<file path="src/rtl/tzc3_pkg.sv">
// ----------------------------------------------------------------------------
// tzc3_pkg
// Types, zone codes and calendar helpers for the UTC+3 time zone converter.
// ----------------------------------------------------------------------------
package tzc3_pkg;

  localparam int unsigned InTdataW  = 56;  // 54 field bits, padded to bytes
  localparam int unsigned InTuserW  = 3;
  localparam int unsigned OutTdataW = 48;  // 43 field bits, padded to bytes

  localparam logic [2:0]  WeekdayMax   = 3'd6;
  localparam logic [3:0]  MonthMin     = 4'd1;
  localparam logic [3:0]  MonthMax     = 4'd12;
  localparam logic [3:0]  MonthFeb     = 4'd2;
  localparam logic [13:0] YearMax      = 14'd9999;
  localparam logic [13:0] YearBase     = 14'd1900;
  localparam logic [4:0]  HourMax      = 5'd23;
  localparam logic [5:0]  MinSecMax    = 6'd59;
  localparam logic [3:0]  OffsetHrMax  = 4'd14;
  localparam logic [4:0]  DaysLong     = 5'd31;
  localparam logic [4:0]  DaysShort    = 5'd30;
  localparam logic [4:0]  DaysFebLeap  = 5'd29;
  localparam logic [4:0]  DaysFeb      = 5'd28;

  // Source zone selector
  typedef enum logic [2:0] {
    ZONE_UT      = 3'd0,
    ZONE_GMT     = 3'd1,
    ZONE_EDT     = 3'd2,
    ZONE_CDT     = 3'd3,
    ZONE_MDT     = 3'd4,
    ZONE_PDT     = 3'd5,
    ZONE_NUMERIC = 3'd6,
    ZONE_NUM_ALT = 3'd7
  } zone_e;

  typedef struct packed {
    logic [5:0]  offset_minutes;
    logic [3:0]  offset_hours;
    logic        offset_negative;
    zone_e       zone_code;
    logic [5:0]  second_in;
    logic [5:0]  minute_in;
    logic [4:0]  hour_in;
    logic [13:0] year_in;
    logic [3:0]  month_in;
    logic [4:0]  day_in;
    logic [2:0]  weekday_in;
  } item_t;

  typedef struct packed {
    logic [5:0]  second_out;
    logic [5:0]  minute_out;
    logic [4:0]  hour_out;
    logic [13:0] year_out;
    logic [3:0]  month_out;
    logic [4:0]  day_out;
    logic [2:0]  weekday_out;
  } result_t;

  // Gregorian leap rule. y % 25 via reciprocal multiply: floor(y*5243/2^17)
  // equals floor(y/25) for every 14-bit y.
  function automatic logic is_leap(input logic [13:0] y);
    logic [27:0] prod;
    logic [10:0] quo;
    logic [13:0] rem;
    logic        div4;
    logic        div16;
    logic        div25;
    prod  = 28'(y) * 28'd5243;
    quo   = prod[27:17];
    rem   = y - 14'({3'b000, quo} * 14'd25);
    div4  = (y[1:0] == 2'b00);
    div16 = (y[3:0] == 4'b0000);
    div25 = (rem == 14'd0);
    if (div4 && div25) begin
      return div16;
    end
    return div4;
  endfunction

  // Month 0 (December of the year before) reads as 31 days
  function automatic logic [4:0] month_len(input logic [3:0] m, input logic leap);
    logic [4:0] len;
    len = DaysLong;
    if (m == MonthFeb) begin
      len = leap ? DaysFebLeap : DaysFeb;
    end else if (m inside {4'd4, 4'd6, 4'd9, 4'd11}) begin
      len = DaysShort;
    end
    return len;
  endfunction

  function automatic logic [3:0] named_shift(input zone_e z);
    logic [3:0] sh;
    case (z)
      ZONE_UT, ZONE_GMT: sh = 4'd3;
      ZONE_EDT:          sh = 4'd7;
      ZONE_CDT:          sh = 4'd8;
      ZONE_MDT:          sh = 4'd9;
      ZONE_PDT:          sh = 4'd10;
      default:           sh = 4'd0;
    endcase
    return sh;
  endfunction

endpackage

</file>
<file path="src/rtl/tzc3_convert.sv">
// ----------------------------------------------------------------------------
// tzc3_convert
// Combinational conversion of one date/time item to UTC+3: clamp, shift,
// then single-step carry/borrow through minute, hour, day, month and year.
// ----------------------------------------------------------------------------
module tzc3_convert (
  input  tzc3_pkg::item_t   item_i,
  output tzc3_pkg::result_t result_o
);

  logic [2:0]        wd;
  logic [3:0]        mon;
  logic [13:0]       yr_sat;
  logic [13:0]       yr;
  logic [4:0]        hr;
  logic [5:0]        mi;
  logic [5:0]        se;
  logic [3:0]        oh;
  logic [5:0]        om;
  logic [4:0]        dy;
  logic              leap;
  logic [4:0]        len_cur;
  logic [4:0]        len_prev;
  logic signed [7:0] hr_s;
  logic signed [7:0] mi_s;
  logic [5:0]        dy_w;
  logic [2:0]        wd_o;
  logic [3:0]        mon_w;
  logic [4:0]        mon_o;
  logic [13:0]       yr_o;
  logic              day_back;
  logic              day_fwd;

  always_comb begin
    // clamp fields into range
    wd     = (item_i.weekday_in > tzc3_pkg::WeekdayMax) ? tzc3_pkg::WeekdayMax
                                                       : item_i.weekday_in;
    mon    = (item_i.month_in > tzc3_pkg::MonthMax) ? tzc3_pkg::MonthMax
                                                    : item_i.month_in;
    if (mon < tzc3_pkg::MonthMin) begin
      mon = tzc3_pkg::MonthMin;
    end
    yr_sat = (item_i.year_in > tzc3_pkg::YearMax) ? tzc3_pkg::YearMax : item_i.year_in;
    yr     = (yr_sat < tzc3_pkg::YearBase) ? yr_sat + tzc3_pkg::YearBase : yr_sat;
    hr     = (item_i.hour_in > tzc3_pkg::HourMax) ? tzc3_pkg::HourMax : item_i.hour_in;
    mi     = (item_i.minute_in > tzc3_pkg::MinSecMax) ? tzc3_pkg::MinSecMax
                                                      : item_i.minute_in;
    se     = (item_i.second_in > tzc3_pkg::MinSecMax) ? tzc3_pkg::MinSecMax
                                                      : item_i.second_in;
    oh     = (item_i.offset_hours > tzc3_pkg::OffsetHrMax) ? tzc3_pkg::OffsetHrMax
                                                           : item_i.offset_hours;
    om     = (item_i.offset_minutes > tzc3_pkg::MinSecMax) ? tzc3_pkg::MinSecMax
                                                           : item_i.offset_minutes;

    leap     = tzc3_pkg::is_leap(yr);
    len_cur  = tzc3_pkg::month_len(mon, leap);
    len_prev = tzc3_pkg::month_len(mon - 4'd1, leap);
    dy       = (item_i.day_in == 5'd0) ? 5'd1 : item_i.day_in;
    if (dy > len_cur) begin
      dy = len_cur;
    end

    // zone shift
    case (item_i.zone_code)
      tzc3_pkg::ZONE_NUMERIC, tzc3_pkg::ZONE_NUM_ALT: begin
        if (item_i.offset_negative) begin
          hr_s = $signed({3'b000, hr}) + $signed({4'b0000, oh}) + 8'sd3;
          mi_s = $signed({2'b00, mi}) + $signed({2'b00, om});
        end else begin
          hr_s = $signed({3'b000, hr}) + 8'sd3 - $signed({4'b0000, oh});
          mi_s = $signed({2'b00, mi}) - $signed({2'b00, om});
        end
      end
      default: begin
        hr_s = $signed({3'b000, hr}) + $signed({4'b0000, tzc3_pkg::named_shift(item_i.zone_code)});
        mi_s = $signed({2'b00, mi});
      end
    endcase

    if (mi_s < 8'sd0) begin
      mi_s = mi_s + 8'sd60;
      hr_s = hr_s - 8'sd1;
    end else if (mi_s >= 8'sd60) begin
      mi_s = mi_s - 8'sd60;
      hr_s = hr_s + 8'sd1;
    end

    day_back = 1'b0;
    day_fwd  = 1'b0;
    wd_o     = wd;
    if (hr_s < 8'sd0) begin
      hr_s     = hr_s + 8'sd24;
      wd_o     = (wd == 3'd0) ? tzc3_pkg::WeekdayMax : wd - 3'd1;
      day_back = 1'b1;
    end else if (hr_s >= 8'sd24) begin
      hr_s     = hr_s - 8'sd24;
      wd_o     = (wd == tzc3_pkg::WeekdayMax) ? 3'd0 : wd + 3'd1;
      day_fwd  = 1'b1;
    end

    // day and month roll; month kept one bit wider for the step up
    dy_w  = {1'b0, dy};
    mon_o = {1'b0, mon};
    if (day_back) begin
      if (dy == 5'd1) begin
        dy_w  = {1'b0, len_prev};
        mon_o = {1'b0, mon} - 5'd1;
      end else begin
        dy_w  = {1'b0, dy} - 6'd1;
      end
    end else if (day_fwd) begin
      if (dy == len_cur) begin
        dy_w  = 6'd1;
        mon_o = {1'b0, mon} + 5'd1;
      end else begin
        dy_w  = {1'b0, dy} + 6'd1;
      end
    end

    yr_o  = yr;
    mon_w = mon_o[3:0];
    if (mon_o == 5'd0) begin
      mon_w = tzc3_pkg::MonthMax;
      yr_o  = yr - 14'd1;
    end else if (mon_o > {1'b0, tzc3_pkg::MonthMax}) begin
      mon_w = tzc3_pkg::MonthMin;
      yr_o  = yr + 14'd1;
    end

    result_o.weekday_out = wd_o;
    result_o.day_out     = dy_w[4:0];
    result_o.month_out   = mon_w;
    result_o.year_out    = yr_o;
    result_o.hour_out    = hr_s[4:0];
    result_o.minute_out  = mi_s[5:0];
    result_o.second_out  = se;
  end

endmodule

</file>
<file path="src/rtl/time_zone_to_utc_plus3_convert.sv">
// ----------------------------------------------------------------------------
// time_zone_to_utc_plus3_convert
// Stream converter of a broken-down local date/time in a source zone to UTC+3.
// ----------------------------------------------------------------------------
// Datapath: input register, conversion logic, result register, in that order.
// Throughput: one transaction per cycle unless m_axis_tready stalls; set by
//   the single-pass conversion logic between the two registers.
// Reset: rst_ni clears both valid flags; no payload is reset.
module time_zone_to_utc_plus3_convert (
  input  logic                            clk_i,
  input  logic                            rst_ni,
  input  logic                            s_axis_tvalid,
  output logic                            s_axis_tready,
  // weekday_in[2:0], day_in[7:3], month_in[11:8], year_in[25:12],
  // hour_in[30:26], minute_in[36:31], second_in[42:37], offset_negative[43],
  // offset_hours[47:44], offset_minutes[53:48], zero pad[55:54]
  input  logic [tzc3_pkg::InTdataW-1:0]  s_axis_tdata,
  // zone_code[2:0]
  input  logic [tzc3_pkg::InTuserW-1:0]  s_axis_tuser,
  output logic                            m_axis_tvalid,
  input  logic                            m_axis_tready,
  // weekday_out[2:0], day_out[7:3], month_out[11:8], year_out[25:12],
  // hour_out[30:26], minute_out[36:31], second_out[42:37], zero pad[47:43]
  output logic [tzc3_pkg::OutTdataW-1:0] m_axis_tdata
);

  tzc3_pkg::item_t   in_d;
  tzc3_pkg::item_t   in_q;
  logic              in_vld_q;
  tzc3_pkg::result_t res_d;
  tzc3_pkg::result_t res_q;
  logic              res_vld_q;
  logic              res_free;
  logic              in_free;

  assign res_free      = !res_vld_q || m_axis_tready;
  assign in_free       = !in_vld_q || res_free;
  assign s_axis_tready = in_free;

  always_comb begin
    in_d.weekday_in      = s_axis_tdata[2:0];
    in_d.day_in          = s_axis_tdata[7:3];
    in_d.month_in        = s_axis_tdata[11:8];
    in_d.year_in         = s_axis_tdata[25:12];
    in_d.hour_in         = s_axis_tdata[30:26];
    in_d.minute_in       = s_axis_tdata[36:31];
    in_d.second_in       = s_axis_tdata[42:37];
    in_d.offset_negative = s_axis_tdata[43];
    in_d.offset_hours    = s_axis_tdata[47:44];
    in_d.offset_minutes  = s_axis_tdata[53:48];
    in_d.zone_code       = tzc3_pkg::zone_e'(s_axis_tuser);
  end

  tzc3_convert u_convert (
    .item_i   (in_q),
    .result_o (res_d)
  );

  always_ff @(posedge clk_i or negedge rst_ni) begin
    if (!rst_ni) begin
      in_vld_q  <= 1'b0;
      res_vld_q <= 1'b0;
    end else begin
      if (in_free) begin
        in_vld_q <= s_axis_tvalid;
      end
      if (res_free) begin
        res_vld_q <= in_vld_q;
      end
    end
  end

  always_ff @(posedge clk_i) begin
    if (in_free && s_axis_tvalid) begin
      in_q <= in_d;
    end
    if (res_free && in_vld_q) begin
      res_q <= res_d;
    end
  end

  assign m_axis_tvalid = res_vld_q;
  assign m_axis_tdata  = {5'b00000,
                          res_q.second_out,
                          res_q.minute_out,
                          res_q.hour_out,
                          res_q.year_out,
                          res_q.month_out,
                          res_q.day_out,
                          res_q.weekday_out};

endmodule
</file>
<file path="config.mk">
export PLATFORM = sky130hd
export DESIGN_NAME = time_zone_to_utc_plus3_convert
export DESIGN_NICKNAME = d
export VERILOG_FILES = /design/src/rtl/tzc3_pkg.sv /design/src/rtl/tzc3_convert.sv /design/src/rtl/time_zone_to_utc_plus3_convert.sv
export SDC_FILE = /design/constraint.sdc
export NUM_CORES = 1
export LEC_CHECK = 0
export ABC_CLOCK_PERIOD_IN_PS = 22100
export BUFFER_PORTS_ARGS = -buffer_cell sky130_fd_sc_hd__buf_4
export CORE_ASPECT_RATIO = 0.7
export CORE_MARGIN = 4
export CORE_UTILIZATION = 45
export CTS_BUF_LIST = sky130_fd_sc_hd__clkbuf_16
export DETAILED_ROUTE_END_ITERATION = 8
export PLACE_DENSITY = 0.71
export SETUP_SLACK_MARGIN = 0.3
export SLEW_MARGIN = 30
export SYNTH_ARGS = -nofsm -noshare
export SYNTH_HDL_FRONTEND = slang
export SYNTH_SLANG_ARGS = --single-unit
</file>
<file path="constraint.sdc">
create_clock -name clk_i -period 22.1 [get_ports clk_i]
set_input_delay 2.21 -clock clk_i [delete_from_list [all_inputs] [get_ports clk_i]]
set_output_delay 2.21 -clock clk_i [all_outputs]
set_load 0.03 [all_outputs]
</file>
# After elaboration in Yosys (flattened, before gate mapping)
# Cells that the tools add are included.
[word_totals]
out_inout_bits = 50
inputBits = 63
register_bits = 102
word_cells = 151
[classes]
reduce_logical = 19
eq_ne = 20
muxes = 49
add_sub_neg = 24
order_cmp = 16
multipliers = 2
[op_table]
columns = ["op", "n"]
rows = [
  ["5-bit 2-to-1 mux", 15],
  ["14-bit 2-to-1 mux", 4],
  ["8-bit 2-to-1 mux", 6],
  ["14-bit by 13-bit multiplier with 27-bit output, second input constant", 1],
  ["6-bit 2-to-1 mux", 4],
  ["4-bit 2-to-1 mux", 5],
  ["4-bit case mux with 5 select lines", 1],
  ["6-bit > comparator, second input constant", 3],
  ["4-bit by 3-bit == test with 1-bit output, second input constant", 4],
  ["4-bit == test, second input constant", 4],
  ["8-bit by 1-bit less-than comparator with 1-bit output, second input constant", 2],
  ["3-bit == test, second input constant", 5],
  ["3-bit 2-to-1 mux", 5],
  ["14-bit by 1-bit adder with 14-bit output, second input constant", 1],
  ["14-bit by 11-bit adder with 14-bit output, second input constant", 1],
  ["14-bit > comparator, second input constant", 1],
  ["14-bit zero test", 1],
  ["14-bit by 11-bit less-than comparator with 1-bit output, second input constant", 1],
  ["10-bit by 5-bit multiplier with 14-bit output, second input constant", 1],
  ["14-bit by 1-bit subtractor with 14-bit output, second input constant", 1],
  ["14-bit subtractor", 1],
  ["5-bit by 4-bit adder with 6-bit output", 2],
  ["5-bit zero test", 2],
  ["1-bit 2-to-1 mux", 9],
  ["39 further kinds", 50],
]

# Longest topological paths before layout
# Gate-level depths: netlist of run 1.
[depth]
word_depth = 22
ltp_mapped = 75
ltp_nobuf = 71

# Modules after synthesis
# From an unflattened synthesis of run 1, not the netlist that was laid out.
[hier_totals]
hier_cells = 1264
area_unflattened_um2 = 12146.6
[by_module_without_submodules]
columns = ["mod", "cells_per_inst", "area_each_um2", "n_inst", "seq_area_each_um2"]
rows = [
  ["tzc3_convert", 1150, 8998.6, 1, 0.0],
  ["time_zone_to_utc_plus3_convert", 114, 3148.0, 1, 3052.9],
]

# Least setup slack after synthesis of run 1
# No wires, ideal clock.
[synth_path]
path_type = "reg-to-reg"
startpoint = "reg in_q[19] in the netlist's numbering"
endpoint = "reg res_q (netlist bit m_axis_tdata[24]) (data pin)"
setup_time_ns = 0.262
setup_slack_ns = 6.044
arrival_ns = 15.795
period_less_slack_ns = 16.056
path_stages_with_launch = 70
required_time_ns = 21.838
path_buffers = 3
path_cell_list = "edfxtp_1 > or4_4 > a21o_1 > nand2_1 > nand2b_1 > ha_1 > o211a_1 > o21ai_0 > and2_1 > clkbuf_1 > nand2_1 > o21a_1 > nor3_1 > clkbuf_1 > inv_1 > xnor2_1 > ha_1 > or2_2 > [... 34 more ...] > nand2_1 > inv_1 > ha_1 > inv_1 > a21oi_1 > a211o_1 > o21ai_1 > ha_1 > nor4b_1 > nand4_1 > mux2i_1 > a31oi_1 > a21boi_0 > o211a_1 > clkbuf_1 > nand3_1 > a221oi_2 > xnor2_1"
[synth_rtl]
columns = ["element", "line_no", "text"]
rows = [
  ["start: declaration", "time_zone_to_utc_plus3_convert.sv:28", "tzc3_pkg::item_t in_q;"],
  ["start signal: assignment", "time_zone_to_utc_plus3_convert.sv:75", "in_q <= in_d;"],
  ["end signal: assignment", "time_zone_to_utc_plus3_convert.sv:78", "res_q <= res_d;"],
  ["end: declaration", "time_zone_to_utc_plus3_convert.sv:31", "tzc3_pkg::result_t res_q;"],
]

==> results.py, run 1 <==
metrics = {
    "layout": {
        "final-seq-area_sq_um": 3053,
        "finalNetCount": 1631,
        "antennaDiodeCount": 0,
        "layout.filler_cells": 2360,
        "multi_input_comb_area_sq_um": 8112,
        "drive_above_1_share_pct": 13.55,
        "final_util_pct": 51.82,
        "area_growth_syn_to_layout_pct": 12.10,
        "finalInstanceArea_sq_um": 13440,
    },
    "min_path": {
        "hold_path.class": "flop to flop",
        "timing.hold.worst_endpoint": "m_axis_tvalid",
        "min-delay-start": "in_vld_q",
        "min_path_cells": 1,
    },
    "synthesis": {
        "synth_largest_area_cell": "sky130_fd_sc_hd__edfxtp_1",
        "post_synth_inst_count": 1224,
        "ys_dominant_reg_cell": "sky130_fd_sc_hd__edfxtp_1",
        "synth_sequential_area_ratio_pct": 25.47,
        "synth.ff_latch_count": 102,
        "synthArstFlopShare_pct": 1.961,
        "yosysMostFrequentCell": "sky130_fd_sc_hd__ha_1",
        "netlist_area_sq_um": 11990,
        "synth-edff-count": 100,
        "yosys_warnings": 0,
        "synthTopCellsByArea": "sky130_fd_sc_hd__edfxtp_1 25%, sky130_fd_sc_hd__ha_1 19%, sky130_fd_sc_hd__fa_1 13%",
        "average_cell_area_after_synthesis_sq_um": 9.794,
        "netlist_top_cells_count": "180 x sky130_fd_sc_hd__ha_1, 170 x sky130_fd_sc_hd__inv_1, 100 x sky130_fd_sc_hd__edfxtp_1",
        "synth_cell_type_count": 97,
        "synth_top_area_share_pct": 25.05,
    },
    "clock_network": {
        "tritoncts_num_sinks": 102,
        "path_clk_slew_ns": 0.07,
        "worstSkewPairLatency_ns": 0.38,
        "cts_setup_buffers": 0,
        "clk_root_buffer_cell": "sky130_fd_sc_hd__clkbuf_16",
        "postCtsResizedCells": 0,
        "tritoncts": "done",
        "cts_inserted_buffers": 9,
        "clock_path_buffers": 2,
        "cts.htree.levels": 3,
        "hold_buf_count_cts": 0,
    },
    "global_routing": {
        "gr-usage-met3_pct": 5.649,
        "met2_usage_pct": 29.61,
        "grt_pass1_vias": 8913,
        "grt_util_met1_pct": 31.95,
        "layer_carrying_the_most_global_route_usage": "met1",
        "globalRouteTotalUtil_pct": 20.76,
        "first_pass_grt_wire_length_microns": 48140,
        "grt.overflow.total": 0,
        "grt_antenna_before_repair": 0,
        "grt_start_max_net_pins": 58,
    },
    "detailed_routing": {
        "wire_per_inst_microns": 17.77,
        "via_per_inst": 5.511,
        "drt_drc_violations_left": 0,
        "detail_route.wirelength_microns": 29700,
        "detailroute.via_count": 9209,
        "ant_nets": 0,
        "detailedRoute.firstPassIterationCount": 5,
        "drt_first_iter_violations": 740,
    },
    "critical_path": {
        "cp.required_ns": 22.21,
        "critical_path.endpoint_type": "flop",
        "worst_setup_path_start_kind": "flop",
        "cp_data_arrival_time_ns": 18.37,
        "crit_path_top_delay_cell": "sky130_fd_sc_hd__nor2_1",
        "timing_worst_setup_path_type": "flop to flop",
        "ff2ff_path_depth": 67,
        "timing.reg2reg.setup_slack_ns": 3.84,
        "crit_path_max_cell_delay_ns": 0.65,
        "timing.critical_path.fanout_max": 11,
        "regToRegEndpoint": "m_axis_tdata[25]",
        "reg2reg_from": "in_q[19]",
    },
    "sta": {
        "finClkSkew_ns": 0.02006,
        "setup_slack_ns": 3.843,
        "max_freq_mhz": 54.77,
        "worst-slew-pin-transition_ns": 0.9461,
        "min_period_over_period_pct": 82.61,
        "setup_viol": 0,
        "finalHoldViolCount": 0,
        "finalMaxSlewViolations": 0,
        "finalCriticalPeriod_ns": 18.26,
        "maxSlewHeadroom_pct": 36.92,
        "fin_tns_setup_ns": 0,
        "grt_setup_unrepaired": "no",
    },
    "floorplanning": {
        "die_height_microns": 144.6,
        "rows": 49,
        "die-area_sq_um": 29360,
        "initial_cell_density_of_the_core_pct": 46.22,
        "io-pin-count": 113,
        "dieWidth_microns": 203.1,
        "core_area_sq_um": 25930,
    },
    "place": {
        "dp_slack_ns": 4.221,
        "routabilityCongestion": 0.9389,
        "dpl-instance-area_sq_um": 13120,
        "place.port_buffers": 105,
        "place.detailed.hpwl_microns": 24350,
    },
    "run_status": {
        "outcome": "finished clean",
    },
    "flow_run": {
        "drv_cap": 0,
    },
}
-- critical path: cells and delay by family (launching register included) --
kind                       cells  cell delay [ns]
buffers and inverters          8             0.95
xor gates and xnor gates       3             0.48
muxes                          1             0.16
DFF                            1             0.51
adders and majority gates     13             5.04
and+or+nand+nor               21             5.64
AOI/OAI and AO/OA             21             5.19
-- layout make-up --
class                      instances  share of cell area [%]
clock buffer                       9                   1.676
tap                              357                   3.324
inverter                         172                   4.804
multi-input combinational        909                   60.36
clock inverter                     7                  0.6890
sequential                       102                   22.72
timing repair buffer             115                   6.425
-- kinds of logic after synthesis --
family,synth area share [%]
DFF,25.47
buffers and inverters,7.149
xor gates and xnor gates,5.667
other,0.03128
and+or+nand+nor,13.00
muxes,1.858
AOI/OAI and AO/OA,14.84
adders and majority gates,31.98
-- registers in the layout, summed over array words and instances (netlist names) --
signal         count
m_axis_tvalid      1
in_q              57
m_axis_tdata      43
in_vld_q           1
-- how the worst max path moves through the flow --
stage,from,endpoint,slack [ns],cells after the start
floorplan,in_q[19],m_axis_tdata[24],6.04,69
global placement,in_q[19],m_axis_tdata[25],4.51,67
detailed placement,in_q[19],m_axis_tdata[25],4.22,67
CTS,in_q[19],m_axis_tdata[25],4.15,67
global route,in_q[19],m_axis_tdata[25],2.73,67
finish,in_q[19],m_axis_tdata[25],3.84,67
-- stage by stage --
| stage | hold WS, ns | cells |
|---|---|---|
| finish | 0.5024 | 1671 |
| floorplan | 0.4490 | 1230 |
| global placement | 0.4642 | 1655 |
| global route | 0.5180 | 1671 |
| CTS | 0.5024 | 1671 |
| detailed placement | 0.4911 | 1655 |
-- per-layer routing --
metal | up-vias | wire length (microns)
met5 | - | 0
met2 | 292 | 11910
met4 | 0 | 231
met3 | 17 | 2601
met1 | 4458 | 14960
li1 | 4442 | -
-- cell usage in the layout, fill, tap and decap left out, types with 23 or more instances in the layout --
master / instances
sky130_fd_sc_hd__ha_1: 180
sky130_fd_sc_hd__inv_1: 170
sky130_fd_sc_hd__buf_4: 115
sky130_fd_sc_hd__edfxtp_1: 100
sky130_fd_sc_hd__fa_1: 79
sky130_fd_sc_hd__nor2_1: 73
sky130_fd_sc_hd__nand2_1: 72
sky130_fd_sc_hd__xnor2_1: 51
sky130_fd_sc_hd__o21ai_0: 45
sky130_fd_sc_hd__a21oi_1: 41
sky130_fd_sc_hd__nand2b_1: 24
sky130_fd_sc_hd__xor2_1: 24
sky130_fd_sc_hd__nand3_1: 23
Power of run 1 is left out: the tool's default activity adds up to more than one toggle a clock period on the data nets, which glitch-free logic cannot reach.
==> run 2: changes to the inputs <==
- ABC_AREA: default -> 1
- ABC_CLOCK_PERIOD_IN_PS: 22100 -> 16960
- clock period: 22.1 -> 16.96 ns (I/O delays scaled with it)
==> run 2 against run 1 <==
  * Sequential share of layout area shrank 0.072 points
  * Clock skew decreased by 0.0079 ns
  * Synthesized cell count is 16% higher
  * Routed wire length shrank 3.2%
  * First-iteration DRC count down 1.6%
  * Count of clock-buffer cells in the layout did not move
  * Non-clock buffer count is 2 higher
  * Design area up 0.32%
  * Core utilization up 0.16 points
  * Hold slack worse by 0.048 ns
  * Cell count is 12% higher
  * Sequential cell count did not move
  * Largest cell class unchanged
  * Highest routed layer unchanged
==> results.py, run 2 <==
metrics = {
    "run_status": {
        "outcome": "finished clean",
    },
    "layout": {
        "layout.filler_cells": 2363,
        "layout_commonest_cell": "sky130_fd_sc_hd__inv_1",
        "area_growth_syn_to_layout_pct": 12.39,
        "largest_register_ffs": 57,
        "antennaDiodeCount": 0,
        "most_frequent_cells_in_the_layout": "270 x sky130_fd_sc_hd__inv_1, 264 x sky130_fd_sc_hd__nand2_1, 180 x sky130_fd_sc_hd__ha_1",
        "drive_above_1_share_pct": 12.68,
        "finalNetCount": 1839,
        "final-seq-area_sq_um": 3053,
        "regMostFlops": "in_q",
        "multi_input_comb_area_sq_um": 7745,
        "final-instance-count-excl-fill": 1879,
    },
    "sta": {
        "finClkSkew_ns": 0.01217,
        "final.hold.worst_slack_ns": 0.4544,
        "finalCriticalPeriod_ns": 15.06,
        "setup_slack_ns": 1.904,
        "maxSlewHeadroom_pct": 40.40,
        "max_freq_mhz": 66.42,
        "min_period_over_period_pct": 88.77,
        "fin_tns_setup_ns": 0,
        "grt_setup_unrepaired": "no",
        "setup_viol": 0,
        "finalMaxSlewViolations": 0,
        "worst-slew-pin-transition_ns": 0.8846,
        "finalHoldViolCount": 0,
    },
    "place": {
        "routabilityCongestion": 0.9617,
        "dp.cells": 1863,
        "place.detailed.hpwl_microns": 23820,
        "place.port_buffers": 105,
        "dp_slack_ns": 2.054,
    },
    "clock_network": {
        "cts_setup_buffers": 0,
        "hold_buf_count_cts": 0,
        "clock_path_buffers": 2,
        "path_clk_slew_ns": 0.07,
        "cts_inserted_buffers": 9,
        "tritoncts_num_sinks": 102,
        "worstSkewPairLatency_ns": 0.37,
        "cts.htree.levels": 3,
        "postCtsResizedCells": 0,
        "tritoncts": "done",
        "clk_root_buffer_cell": "sky130_fd_sc_hd__clkbuf_16",
    },
    "detailed_routing": {
        "ant_nets": 0,
        "drt_first_iter_violations": 728,
        "drt_drc_violations_left": 0,
        "detailroute.via_count": 9606,
        "wire_per_inst_microns": 15.30,
        "detail_route.wirelength_microns": 28750,
        "via_per_inst": 5.112,
        "detailedRoute.firstPassIterationCount": 5,
    },
    "global_routing": {
        "globalRouteTotalUtil_pct": 19.96,
        "grt.overflow.total": 0,
        "grt_pass1_vias": 9076,
        "first_pass_grt_wire_length_microns": 46510,
        "grt_start_max_net_pins": 58,
        "grt_antenna_before_repair": 0,
    },
    "synthesis": {
        "synth_top_area_share_pct": 25.04,
        "yosysMostFrequentCell": "sky130_fd_sc_hd__inv_1",
        "synth_top_family_by_area": "adder cells",
        "synthMuxAreaShare_pct": 0,
        "synth_cell_type_count": 61,
        "synth_largest_area_cell": "sky130_fd_sc_hd__edfxtp_1",
        "yosys_warnings": 0,
        "synthArstFlopShare_pct": 1.961,
        "netlist_top_cells_count": "268 x sky130_fd_sc_hd__inv_1, 264 x sky130_fd_sc_hd__nand2_1, 180 x sky130_fd_sc_hd__ha_1",
        "post_synth_inst_count": 1419,
        "synth-adder-area-share_pct": 31.96,
        "yosys.area_share.simple_pct": 19.58,
        "synth_sequential_area_ratio_pct": 25.45,
        "synthTopCellsByArea": "sky130_fd_sc_hd__edfxtp_1 25%, sky130_fd_sc_hd__ha_1 19%, sky130_fd_sc_hd__fa_1 13%",
        "average_cell_area_after_synthesis_sq_um": 8.452,
        "synth_compound_gate_area_share_pct": 7.292,
        "synth.ff_latch_count": 102,
        "ys_dominant_reg_cell": "sky130_fd_sc_hd__edfxtp_1",
        "synth-edff-count": 100,
        "netlist_area_sq_um": 11990,
        "xor_xnor_fraction_of_synth_area_pct": 5.393,
    },
    "critical_path": {
        "cp.required_ns": 17.08,
        "timing.critical_path.fanout_max": 16,
        "worst_path_dominant_cell_family": "simple AND/OR/NAND/NOR gates",
        "timing_worst_setup_path_type": "flop to flop",
        "crit_path_top_delay_cell": "sky130_fd_sc_hd__fa_1",
        "combined_buffer_and_inverter_count_along_the_critical_path": 12,
        "cp_data_arrival_time_ns": 15.17,
        "worst_setup_path_start_kind": "flop",
        "critical_path.endpoint_type": "flop",
        "crit_path_max_cell_delay_ns": 0.56,
        "crit_top_cell": "sky130_fd_sc_hd__nand2_1",
    },
    "floorplanning": {
        "rows": 49,
        "dieWidth_microns": 203.1,
        "die_height_microns": 144.6,
        "core_area_sq_um": 25930,
        "die-area_sq_um": 29370,
        "initial_cell_density_of_the_core_pct": 46.25,
        "io-pin-count": 113,
    },
    "flow_run": {
        "drv_cap": 0,
    },
    "min_path": {
        "hold_path.class": "flop to flop",
    },
}
-- run 2: kinds of logic (layout without fill, tap and decap cells) --
group / after synthesis / in the layout
AO/OA/AOI/OAI: 148 / 148
XOR/XNOR: 73 / 73
adder cells (fa/ha/maj): 259 / 259
buffers and inverters: 314 / 411
flip-flops: 102 / 102
other: 1 / 7
AND/OR/NAND/NOR: 522 / 522
-- run 2: through the flow --
step	instance area, sq um	util [%]
2_1_floorplan	12020	-
3_3_place_gp	13170	50.77
3_5_place_dp	13170	50.79
4_1_cts	13480	51.98
5_1_grt	13480	51.98
6_report	13480	51.98
-- run 2: path summary, 6_finish.rpt --
path / startpoint / to / slack (ns) / cells past startpoint
max: in_q[16] / m_axis_tdata[22] / 1.90 / 81
min: in_q[40] / m_axis_tdata[40] / 0.45 / 0
max reg2reg: in_q[16] / m_axis_tdata[22] / 1.90 / 81
min reg2reg: in_q[40] / m_axis_tdata[40] / 0.45 / 0
max in group asynchronous: rst_ni / in_vld_q / 15.77 / 1
min in group asynchronous: rst_ni / m_axis_tvalid / 1.10 / 1
-- run 2: layer usage --
layer  vias up  global-route usage [%]  wire, microns
met3        26                   4.887           2318
met4         0                   3.831            331
met1      4525                   30.30          14640
met5         -                       0              0
met2       309                   29.14          11460
li1       4746                       -              -
-- run 2: area by class of cell --
cell class / instances / share of cell area [%]
timing repair buffer: 117 / 6.516
multi-input combinational: 1009 / 57.45
inverter: 278 / 7.778
clock buffer: 9 / 1.671
clock inverter: 7 / 0.6219
tap: 357 / 3.314
sequential: 102 / 22.65
Power of run 2 is left out for the same reason.
